File: src/design/ars_pkg.sv
package ars_pkg;

    localparam int OUT_RATE_DEF = 16000;
    localparam int RATE_W       = 17;
    localparam int SAMPLE_W     = 16;
    localparam int PHASE_W      = 17;
    localparam int FRAC_W       = 8;
    localparam int FIFO_DEPTH   = 8;
    localparam int FIFO_PTR_W   = $clog2(FIFO_DEPTH);
    localparam int FIFO_CNT_W   = FIFO_PTR_W + 1;
    localparam int RESULTS_MAX  = 2;

    localparam logic [RATE_W-1:0] RATE_RESET = RATE_W'(44100);

    typedef logic signed [SAMPLE_W-1:0] sample_t;

    // phase stage -> fraction stage
    typedef struct packed {
        logic                 valid;
        logic                 two;
        sample_t              prev;
        sample_t              cur;
        logic [PHASE_W-1:0]   p0;
        logic [PHASE_W-1:0]   p1;
    } ph_stage_t;

    // fraction stage -> interpolation/output queue
    typedef struct packed {
        logic                 valid;
        logic                 two;
        sample_t              prev;
        sample_t              cur;
        logic [FRAC_W-1:0]    f0;
        logic [FRAC_W-1:0]    f1;
    } fr_stage_t;

    typedef struct packed {
        sample_t              sample;
        logic                 last;
    } result_t;

endpackage

File: src/design/ars_if.sv
interface ars_in_if;
    import ars_pkg::*;

    logic    valid;
    logic    ready;
    sample_t sample_in;

    modport source (output valid, output sample_in, input ready);
    modport sink   (input valid, input sample_in, output ready);
endinterface

interface ars_out_if;
    import ars_pkg::*;

    logic    valid;
    logic    ready;
    sample_t sample_out;
    logic    last_of_run;

    modport source (output valid, output sample_out, output last_of_run, input ready);
    modport sink   (input valid, input sample_out, input last_of_run, output ready);
endinterface

File: src/design/ars_phase_ctl.sv
module ars_phase_ctl #(
    parameter int OUT_RATE = ars_pkg::OUT_RATE_DEF
) (
    input  logic                          clk,
    input  logic                          rst_n,
    input  logic                          cfg_we,
    input  logic [ars_pkg::RATE_W-1:0]    cfg_wdata,
    input  logic                          in_fire,
    input  ars_pkg::sample_t              sample_in,
    output ars_pkg::ph_stage_t            ph_out
);
    import ars_pkg::*;

    localparam logic [PHASE_W-1:0] OUT_P    = PHASE_W'(OUT_RATE);
    localparam logic [PHASE_W-1:0] MIN_STEP = PHASE_W'((OUT_RATE + 1) / 2);
    localparam logic [PHASE_W:0]   OUT_PX   = (PHASE_W + 1)'(OUT_RATE);

    logic [RATE_W-1:0]  rate_reg;
    logic [PHASE_W-1:0] phase_reg;
    sample_t            prev_reg;
    logic               have_prev_reg;
    sample_t            hold_reg;
    logic               pair_second_reg;
    ph_stage_t          ph_reg;

    logic [PHASE_W-1:0]  half_ext;
    logic                pair_mode;
    logic [SAMPLE_W:0]   pair_sum;
    sample_t             cur;
    logic [PHASE_W-1:0]  step;
    logic                stream_ok;
    logic [PHASE_W:0]    p1;
    logic [PHASE_W:0]    p2;
    logic                o0;
    logic                o1;
    logic [PHASE_W:0]    pe;
    logic [PHASE_W:0]    pw;
    logic [PHASE_W-1:0]  phase_next;

    always_comb
    begin
        half_ext  = {1'b0, rate_reg[RATE_W-1:1]};
        pair_mode = (half_ext >= OUT_P);
        pair_sum  = {hold_reg[SAMPLE_W-1], hold_reg} + {sample_in[SAMPLE_W-1], sample_in};
        cur       = pair_mode ? sample_t'(pair_sum[SAMPLE_W:1]) : sample_in;
        if (pair_mode)
            step = half_ext;
        else if (rate_reg < MIN_STEP)
            step = MIN_STEP;
        else
            step = rate_reg;
        stream_ok = !pair_mode || pair_second_reg;

        // at most two outputs: step is never below half the output rate
        p1 = {1'b0, phase_reg} + {1'b0, step};
        p2 = p1 + {1'b0, step};
        o0 = (phase_reg < OUT_P);
        o1 = o0 && (p1 < OUT_PX);
        if (o1)
            pe = p2;
        else if (o0)
            pe = p1;
        else
            pe = {1'b0, phase_reg};
        pw         = (pe >= OUT_PX) ? (pe - OUT_PX) : pe;
        phase_next = pw[PHASE_W-1:0];
    end

    always_ff @(posedge clk or negedge rst_n)
    begin
        if (!rst_n)
        begin
            rate_reg        <= RATE_RESET;
            phase_reg       <= '0;
            prev_reg        <= '0;
            have_prev_reg   <= 1'b0;
            hold_reg        <= '0;
            pair_second_reg <= 1'b0;
            ph_reg          <= '0;
        end
        else if (cfg_we)
        begin
            rate_reg        <= cfg_wdata;
            phase_reg       <= '0;
            prev_reg        <= '0;
            have_prev_reg   <= 1'b0;
            hold_reg        <= '0;
            pair_second_reg <= 1'b0;
            ph_reg.valid    <= 1'b0;
        end
        else
        begin
            ph_reg.valid <= in_fire && stream_ok && have_prev_reg && o0;
            ph_reg.two   <= o1;
            ph_reg.prev  <= prev_reg;
            ph_reg.cur   <= cur;
            ph_reg.p0    <= phase_reg;
            ph_reg.p1    <= p1[PHASE_W-1:0];
            if (in_fire)
            begin
                if (!stream_ok)
                begin
                    hold_reg        <= sample_in;
                    pair_second_reg <= 1'b1;
                end
                else
                begin
                    pair_second_reg <= 1'b0;
                    prev_reg        <= cur;
                    have_prev_reg   <= 1'b1;
                    if (have_prev_reg)
                        phase_reg <= phase_next;
                end
            end
        end
    end

    assign ph_out = ph_reg;

endmodule

File: src/design/ars_frac_div.sv
module ars_frac_div #(
    parameter int OUT_RATE = ars_pkg::OUT_RATE_DEF
) (
    input  logic                 clk,
    input  logic                 rst_n,
    input  ars_pkg::ph_stage_t   ph_in,
    output ars_pkg::fr_stage_t   fr_out
);
    import ars_pkg::*;

    // floor(p * 2^FRAC_W / OUT_RATE) = (p * RECIP) >> RECIP_SH, exact for p < OUT_RATE
    localparam int                 RECIP_SH = 32;
    localparam int                 RECIP_W  = 28;
    localparam longint             RECIP_V  =
        ((longint'(1) << (RECIP_SH + FRAC_W)) + longint'(OUT_RATE) - 1) / longint'(OUT_RATE);
    localparam logic [RECIP_W-1:0] RECIP    = RECIP_W'(RECIP_V);
    localparam int                 PROD_W   = PHASE_W + RECIP_W;

    fr_stage_t fr_reg;

    function automatic logic [FRAC_W-1:0] frac_of(input logic [PHASE_W-1:0] p);
        logic [PROD_W-1:0] prod;
        prod = {{RECIP_W{1'b0}}, p} * {{PHASE_W{1'b0}}, RECIP};
        return prod[RECIP_SH +: FRAC_W];
    endfunction

    always_ff @(posedge clk or negedge rst_n)
    begin
        if (!rst_n)
            fr_reg <= '0;
        else
        begin
            fr_reg.valid <= ph_in.valid;
            fr_reg.two   <= ph_in.two;
            fr_reg.prev  <= ph_in.prev;
            fr_reg.cur   <= ph_in.cur;
            fr_reg.f0    <= frac_of(ph_in.p0);
            fr_reg.f1    <= frac_of(ph_in.p1);
        end
    end

    assign fr_out = fr_reg;

endmodule

File: src/design/ars_out_fifo.sv
module ars_out_fifo (
    input  logic                           clk,
    input  logic                           rst_n,
    input  ars_pkg::fr_stage_t             fr_in,
    input  logic                           pop,
    output logic                           not_empty,
    output ars_pkg::result_t               head,
    output logic [ars_pkg::FIFO_CNT_W-1:0] count
);
    import ars_pkg::*;

    localparam int DIFF_W = SAMPLE_W + 1;
    localparam int PROD_W = FRAC_W + 1 + DIFF_W;

    result_t                mem [FIFO_DEPTH];
    logic [FIFO_PTR_W-1:0]  wr_ptr_reg;
    logic [FIFO_PTR_W-1:0]  rd_ptr_reg;
    logic [FIFO_CNT_W-1:0]  count_reg;

    logic signed [DIFF_W-1:0] diff;
    logic signed [PROD_W-1:0] prod0;
    logic signed [PROD_W-1:0] prod1;
    sample_t                  y0;
    sample_t                  y1;
    result_t                  r0;
    result_t                  r1;
    logic [FIFO_CNT_W-1:0]    wr_n;
    logic [FIFO_CNT_W-1:0]    count_next;

    // prev + floor(f * (cur - prev) / 256)
    always_comb
    begin
        diff  = DIFF_W'(fr_in.cur) - DIFF_W'(fr_in.prev);
        prod0 = $signed({1'b0, fr_in.f0}) * diff;
        prod1 = $signed({1'b0, fr_in.f1}) * diff;
        y0    = fr_in.prev + sample_t'(prod0 >>> FRAC_W);
        y1    = fr_in.prev + sample_t'(prod1 >>> FRAC_W);
        r0.sample = y0;
        r0.last   = !fr_in.two;
        r1.sample = y1;
        r1.last   = 1'b1;
        if (!fr_in.valid)
            wr_n = '0;
        else if (fr_in.two)
            wr_n = FIFO_CNT_W'(RESULTS_MAX);
        else
            wr_n = FIFO_CNT_W'(1);
        count_next = count_reg + wr_n - FIFO_CNT_W'(pop);
    end

    always_ff @(posedge clk)
    begin
        if (fr_in.valid)
        begin
            mem[wr_ptr_reg] <= r0;
            if (fr_in.two)
                mem[wr_ptr_reg + FIFO_PTR_W'(1)] <= r1;
        end
    end

    always_ff @(posedge clk or negedge rst_n)
    begin
        if (!rst_n)
        begin
            wr_ptr_reg <= '0;
            rd_ptr_reg <= '0;
            count_reg  <= '0;
        end
        else
        begin
            wr_ptr_reg <= wr_ptr_reg + wr_n[FIFO_PTR_W-1:0];
            if (pop)
                rd_ptr_reg <= rd_ptr_reg + FIFO_PTR_W'(1);
            count_reg <= count_next;
        end
    end

    assign not_empty = (count_reg != '0);
    assign head      = mem[rd_ptr_reg];
    assign count     = count_reg;

endmodule

File: src/design/audio_resampler_to_16k_unit.sv
// channel   dir  payload                          transaction when
// --------  ---  -------------------------------  ------------------------
// in_ch     in   sample_in[15:0] signed           in_ch.valid & in_ch.ready
// out_ch    out  sample_out[15:0] signed,         out_ch.valid & out_ch.ready
//                last_of_run
// cfg       in   cfg_wdata[16:0] input_rate       cfg_we
//
// One input transaction a cycle when the output side keeps up; each one
// gives zero, one or two results, so the output port (one result a cycle)
// sets the sustained rate at low input rates, where inputs can give two results.
// Accepted inputs pass the phase and fraction registers into the queue.
// in_ch.ready drops when the 8-entry result queue cannot hold two results
// for every transaction still in flight; out_ch stalls only fill the queue.
// rst_n (async, active low) clears all state but the queue storage; rate resets to 44100.
module audio_resampler_to_16k_unit #(
    parameter int OUT_RATE = ars_pkg::OUT_RATE_DEF
) (
    input  logic                        clk,
    input  logic                        rst_n,
    input  logic                        cfg_we,
    input  logic [ars_pkg::RATE_W-1:0]  cfg_wdata,
    ars_in_if.sink                      in_ch,
    ars_out_if.source                   out_ch
);
    import ars_pkg::*;

    localparam int CRED_W = FIFO_CNT_W + 1;

    ph_stage_t             ph;
    fr_stage_t             fr;
    result_t               head;
    logic                  not_empty;
    logic [FIFO_CNT_W-1:0] q_count;
    logic [CRED_W-1:0]     reserve;
    logic                  in_fire;
    logic                  pop;

    // Worst case every in-flight transaction plus the new one lands two
    // results in the queue.
    always_comb
    begin
        reserve = CRED_W'(q_count)
                + CRED_W'(RESULTS_MAX) * (CRED_W'(ph.valid) + CRED_W'(fr.valid) + CRED_W'(1));
    end

    assign in_ch.ready = (reserve <= CRED_W'(FIFO_DEPTH));
    assign in_fire     = in_ch.valid && in_ch.ready;
    assign pop         = not_empty && out_ch.ready;

    // stage 1: pair averaging, phase accumulator, result count
    ars_phase_ctl #(
        .OUT_RATE (OUT_RATE)
    ) u_phase (
        .clk       (clk),
        .rst_n     (rst_n),
        .cfg_we    (cfg_we),
        .cfg_wdata (cfg_wdata),
        .in_fire   (in_fire),
        .sample_in (in_ch.sample_in),
        .ph_out    (ph)
    );

    // stage 2: 8-bit interpolation fractions for both possible results
    ars_frac_div #(
        .OUT_RATE (OUT_RATE)
    ) u_frac (
        .clk    (clk),
        .rst_n  (rst_n),
        .ph_in  (ph),
        .fr_out (fr)
    );

    // stage 3: interpolation multiply, written into the result queue
    ars_out_fifo u_fifo (
        .clk       (clk),
        .rst_n     (rst_n),
        .fr_in     (fr),
        .pop       (pop),
        .not_empty (not_empty),
        .head      (head),
        .count     (q_count)
    );

    assign out_ch.valid       = not_empty;
    assign out_ch.sample_out  = head.sample;
    assign out_ch.last_of_run = head.last;

endmodule

File: src/flat_wrapper.sv
// flat-port wrapper written by rule: the top's interface ports become plain ports
module audio_resampler_to_16k_unit_flat import ars_pkg::*;
#(
    parameter int OUT_RATE = ars_pkg::OUT_RATE_DEF
)
  (clk, rst_n, cfg_we, cfg_wdata, in_ch_valid, in_ch_sample_in, in_ch_ready, out_ch_valid, out_ch_sample_out, out_ch_last_of_run, out_ch_ready);
  ars_in_if in_ch_i ();
  ars_out_if out_ch_i ();
  input  logic clk;
  input  logic rst_n;
  input  logic cfg_we;
  input  logic [ars_pkg::RATE_W-1:0] cfg_wdata;
  input wire logic [$bits(in_ch_i.valid)-1:0] in_ch_valid;
  input wire logic [$bits(in_ch_i.sample_in)-1:0] in_ch_sample_in;
  output wire logic [$bits(in_ch_i.ready)-1:0] in_ch_ready;
  output wire logic [$bits(out_ch_i.valid)-1:0] out_ch_valid;
  output wire logic [$bits(out_ch_i.sample_out)-1:0] out_ch_sample_out;
  output wire logic [$bits(out_ch_i.last_of_run)-1:0] out_ch_last_of_run;
  input wire logic [$bits(out_ch_i.ready)-1:0] out_ch_ready;
  assign in_ch_i.valid = in_ch_valid;
  assign in_ch_i.sample_in = in_ch_sample_in;
  assign in_ch_ready = in_ch_i.ready;
  assign out_ch_valid = out_ch_i.valid;
  assign out_ch_sample_out = out_ch_i.sample_out;
  assign out_ch_last_of_run = out_ch_i.last_of_run;
  assign out_ch_i.ready = out_ch_ready;
  audio_resampler_to_16k_unit #(.OUT_RATE(OUT_RATE)) u_core (.clk(clk), .rst_n(rst_n), .cfg_we(cfg_we), .cfg_wdata(cfg_wdata), .in_ch(in_ch_i), .out_ch(out_ch_i));
endmodule
File: config.mk
export PLATFORM = sky130hd
export DESIGN_NAME = audio_resampler_to_16k_unit_flat
export DESIGN_NICKNAME = d
export VERILOG_FILES = /design/src/design/ars_pkg.sv /design/src/design/ars_if.sv /design/src/design/ars_phase_ctl.sv /design/src/design/ars_frac_div.sv /design/src/design/ars_out_fifo.sv /design/src/design/audio_resampler_to_16k_unit.sv /design/src/flat_wrapper.sv
export SDC_FILE = /design/constraint.sdc
export NUM_CORES = 2
export LEC_CHECK = 0
export BUFFER_PORTS_ARGS = -buffer_cell sky130_fd_sc_hd__buf_2
export CAP_MARGIN = 25
export CORE_MARGIN = 4
export CORE_UTILIZATION = 50
export DETAILED_ROUTE_END_ITERATION = 16
export GPL_ROUTABILITY_DRIVEN = 0
export PLACE_DENSITY_LB_ADDON = 0.2
export SETUP_SLACK_MARGIN = 0.05
export SYNTH_ARGS = -nofsm -noshare
export SYNTH_HDL_FRONTEND = slang
export SYNTH_HIERARCHICAL = 1
export SYNTH_SLANG_ARGS = --single-unit
File: constraint.sdc
create_clock -name clk -period 8.18 [get_ports clk]
set_clock_uncertainty 0.2 [all_clocks]
set_input_delay 0.818 -clock clk [delete_from_list [all_inputs] [get_ports clk]]
set_output_delay 0.818 -clock clk [all_outputs]
set_load 0.01 [all_outputs]
* After elaboration in Yosys (flattened, before gate mapping)
Memory sizes are Yosys's and may differ from the RTL's.
Cells that the tools add are included.
** Word-level totals
- Register bits :: 196
- Bits in latches :: 0
- Memory bits (writable) :: 136
- ROM bits :: 0
- Input bits :: 38
- Output and inout port bits :: 19
- Memories :: 1
** Operators by class
- Add/subtract/negate cells :: 15
- Multiply operators :: 4
- Divide/modulo/power cells :: 0
- Order comparisons :: 6
- Eq/ne operators :: 1
- Shift-type cells :: 0
- Muxes and demuxes :: 30
- Bitwise gates (word level) :: 0
- Reduce and logical (&&, ||, !) cells :: 16
** Memory list
- u_core.u_fifo.mem :: words 8, bits a word 17, read ports 1, clocked after memory_dff 0, wr ports 2, RTL line ars_out_fifo.sv:15 : result_t mem [FIFO_DEPTH];
** Operators by type and width (number)
- two-way mux 17 bit :: 7
- two-way mux 16 bit :: 7
- multiplier 17 x 27 -> 40 bit (second input constant) :: 2
- multiplier 9 x 17 -> 24 bit :: 2
- two-way mux 18 bit :: 2
- adder 16 bit :: 2
- adder 17 x 17 -> 18 bit :: 1
- adder 18 x 17 -> 18 bit :: 1
- >= comparator 18 x 14 -> 1 bit (second input constant) :: 1
- < comparator 18 x 14 -> 1 bit (second input constant) :: 1
- adder 16 x 16 -> 17 bit :: 1
- < comparator 17 x 13 -> 1 bit (second input constant) :: 1
- < comparator 17 x 14 -> 1 bit (second input constant) :: 1
- subtractor 16 x 16 -> 17 bit :: 1
- subtractor 17 x 14 -> 17 bit (second input constant) :: 1
- >= comparator 16 x 14 -> 1 bit (second input constant) :: 1
- two-way mux 1 bit :: 12
- adder 3 x 1 -> 3 bit (second input constant) :: 2
- logical AND 1 bit :: 6
- nonzero test 2 bit :: 3
- adder 4 x 5 -> 5 bit :: 1
- <= comparator 5 x 4 -> 1 bit (second input constant) :: 1
- adder 4 x 1 -> 4 bit (second input constant) :: 1
- adder 4 bit :: 1
- 11 further kinds :: 13

* Longest topological paths before layout
- Depth in word-level cells :: 13
- Depth in mapped cells :: 37
- Mapped depth without buffers :: 36

* By module
The synthesis kept the hierarchy.
** Modules (own cells, without submodules)
- ars_out_fifo :: instances 1, cells each 1777, area an instance 17565.6 sq um
- ars_frac_div :: instances 1, cells each 1384, area an instance 13797.0 sq um
- ars_phase_ctl :: instances 1, cells each 886, area an instance 8510.7 sq um
- audio_resampler_to_16k_unit :: instances 1, cells each 17, area an instance 137.6 sq um

* Worst setup path before layout
OpenSTA, ideal clock, no wires.
- Path type :: reg2reg
- Start point :: register u_core.u_frac.fr_reg, in the netlist u_core/u_frac/fr_out[33]
- End point :: memory u_core/u_fifo/mem[0][16] in the netlist's numbering, data pin
- Arrival :: 7.960 ns
- Slack :: -0.261 ns
- Stages on the path, launching flop included :: 35
- Buffers on the path :: 1
- Period minus slack after synthesis :: 8.441 ns
- Cell sequence :: dfrtp_1 -> inv_1 -> ha_1 -> nor2b_1 -> o21ai_1 -> a21boi_1 -> o21ai_0 -> a211oi_1 -> nor3_1 -> nor2_1 -> xnor2_1 -> clkbuf_1 -> nand2_1 -> fa_1 -> inv_1 -> fa_1 -> fa_1 -> inv_1 -> fa_1 -> inv_1 -> ha_1 -> or3_4 -> nor3b_2 -> a2bb2oi_1 -> and3_4 -> a311o_1 -> xor2_1 -> ha_1 -> or3_1 -> or3_1 -> o311ai_0 -> o21a_1 -> o21ai_0 -> xor2_1 -> o22ai_1
** RTL lines
- start: declaration :: RTL line ars_frac_div.sv:19 : fr_stage_t fr_reg;
- end: declaration :: RTL line ars_out_fifo.sv:15

==> impl_metrics.tcl <==
set metrics [dict create \
    start_util_pct 50.6 \
    cts-htree-levels 2 \
    first_pass_iters 5 \
    multi_input_comb_area_um2 28500 \
    place_inst 5245 \
    ys_seq_area_share_pct 22.3 \
    dieWidth_um 291 \
    setup_slack_ns -0.0347 \
    ys_types 105 \
    io-pin-count 57 \
    antenna_found_initial 1 \
    netlist_instances 4064 \
    wl_per_cell_um 19.2 \
    core_area_um2 79100 \
    insertion_delay_ns 0.58 \
    detail_route.wirelength_um 103000 \
    clk_pin_slew_ns 0.07 \
    cp-start-kind "flop" \
    io_buffers 56 \
    postSynthAreaPerCell_um2 9.85 \
    grt_max_degree 126 \
    fmax_ghz 0.122 \
    max_slew.worst_pin.slew_ns 1.03 \
    finalSetupViolCount 18 \
    regArea_um2 8920 \
    cap_violations 0 \
    area_growth_pct 13.4 \
    synth-edff-count 128 \
    first_iter_violations 2118 \
    regMostFlops "u_core/u_fifo/mem" \
    ys_seq_elements 332 \
    largest_register_ff_count 136 \
    final_cell_area_um2 45400 \
    gr-usage-all-layers_pct 24.3 \
    ctsRootBufferMaster "clkbuf_16" \
    status "finished with violations" \
    dpl.hpwl_um 80900 \
    max_stage_delay_ns 0.52 \
    timing.final.crit_share_pct 100 \
    drive_above_1_share_pct 15.3 \
    dieArea_um2 84600 \
    fillers 6972 \
    relSlewSlack_pct 30.7 \
    overflow 0 \
    cp.required_ns 8.28 \
    clock-sinks 332 \
    min_period_ns 8.21 \
    nets 5302 \
    first_global_vias 30300 \
    cts_buffer_depth 3 \
    crit_slowest_cell "fa_1" \
    avgViaCountPerCell 5.52 \
    final_cells 5360 \
    hold_viol 0 \
    rows 103 \
    drc_errors 0 \
    synth_warnings 6 \
    violations "negative setup slack" \
    cts_made_buffers 38 \
    syn_area_um2 40000 \
    diodes 0 \
    critPathMostFrequentCell "fa_1" \
    via_count 29600 \
    place_area_um2 42600 \
    worstSetupPathType "flop to flop" \
    cp-end-kind "flop" \
    crit_arrival_ns 8.31 \
    worstPathMaxFanout 8 \
    maxSlewViolCount 0 \
    die_y_um 291 \
    cts_tree "built" \
    grt_pass1_wl_um 167000 \
    ant_nets 0 \
    rsz0062_at_grt "yes" \
    min_path_type "flop to flop" \
    ys_async_sr_fraction_pct 59.0 \
    ys.flop_type "dfrtp_1" \
]
-- cell type report --
class,instances,area share (%)
clock buffers,50,2.26
clock inverters,20,0.766
inverters,844,6.98
multi-input cells,2781,62.7
flip-flops and latches,332,19.6
well taps,1050,2.89
repair buffers,283,4.73
-- critical path, delay by kind of cell (launching register included) --
kind / cells / cell delay, ns
buffers and inverters: 6 / 0.67
AO/OA/AOI/OAI: 10 / 1.53
AND/OR/NAND/NOR: 9 / 2.03
adder cells (fa/ha/maj): 7 / 2.59
XOR/XNOR: 3 / 0.51
flip-flops: 1 / 0.39
-- cells in the mapped netlist (83+ instances only) --
cell type,number,share of area (%)
a21oi_1,154,1.9
and2_1,120,1.9
clkbuf_1,87,0.82
dfrtp_1,190,12
edfxtp_1,128,9.6
fa_1,458,23
ha_1,526,16
inv_1,844,7.9
mux2_2,83,2.3
nand2_1,297,2.8
nor2_1,162,1.5
o21ai_0,106,1.3
o22ai_1,130,2.0
xnor2_1,90,2.0
-- stage by stage --
step	setup TNS (ns)	utilization (%)	hold WS [ns]	setup WS, ns
floorplan	0	-	0.149	0.0592
global placement	-5.76	53.9	0.153	-0.267
detailed placement	-11.24	53.9	0.158	-0.411
CTS	0	56.0	0.168	0.0498
global route	-8.07	57.4	0.171	-0.290
finish	-0.298	57.4	0.166	-0.0347
-- path summary, 6_finish.rpt --
kind / slack [ns] / cells past startpoint / end / startpoint
worst max register to register: -0.03 / 35 / u_core/u_fifo/mem[7][16] / u_core/u_frac/fr_out[17]
max in group asynchronous: 5.67 / 4 / u_core/u_frac/fr_out[8] / rst_n
worst min-delay path: 0.17 / 0 / u_core/u_frac/fr_out[30] / u_core/u_phase/ph_out[48]
min in group asynchronous: 0.41 / 2 / u_core/u_fifo/wr_ptr_reg[0] / rst_n
worst max-delay path: -0.03 / 35 / u_core/u_fifo/mem[7][16] / u_core/u_frac/fr_out[17]
worst min register to register: 0.17 / 0 / u_core/u_frac/fr_out[30] / u_core/u_phase/ph_out[48]
-- cell usage in the layout, fill, tap and decap left out, types with 13 or more instances in the layout --
master	count
a211oi_1	30
a21o_1	51
a21oi_1	133
a21oi_2	20
a31oi_1	13
and2_1	117
buf_2	54
buf_4	209
clkbuf_16	39
dfrtp_1	189
edfxtp_1	128
fa_1	456
ha_1	509
inv_1	839
mux2_2	83
mux2i_1	25
mux4_2	34
nand2_1	288
nand2b_1	21
nand3_1	52
nand3b_1	13
nand4_1	20
nor2_1	155
nor2b_1	35
nor3_1	45
o211ai_1	24
o21a_1	26
o21ai_0	97
o21bai_1	17
o22ai_1	99
o22ai_2	31
xnor2_1	77
xor2_1	44
-- repair_timing --
action                     CTS  global route
pin swaps                   41           116
gates resized for setup     53           140
cloned                       0             1
hold endpoints to repair     0             4
setup endpoints to repair   63            64
buffers inserted            13            28
hold buffers                 0             1
-- logic make-up after synthesis --
logic type                 synth area share (%)
adders and majority gates                  39.4
buffers and inverters                      9.00
and+or+nand+nor                            10.3
AOI/OAI and AO/OA                          11.1
DFF                                        22.3
muxes                                      4.88
xor gates and xnor gates                   3.06
other                                   0.00937
-- metal layers --
metal | GRT usage, % | routed length, um | vias up | share of wire (%)
li1 | - | - | 13900 | -
met1 | 36.1 | 47900 | 14700 | 47
met2 | 39.1 | 47700 | 816 | 46
met3 | 2.68 | 5590 | 108 | 5.4
met4 | 4.73 | 1870 | 0 | 1.8
met5 | 0 | 0 | - | 0
Power is left out: the tool's default activity adds up to more than one toggle a clock period on the data nets, which glitch-free logic cannot reach.
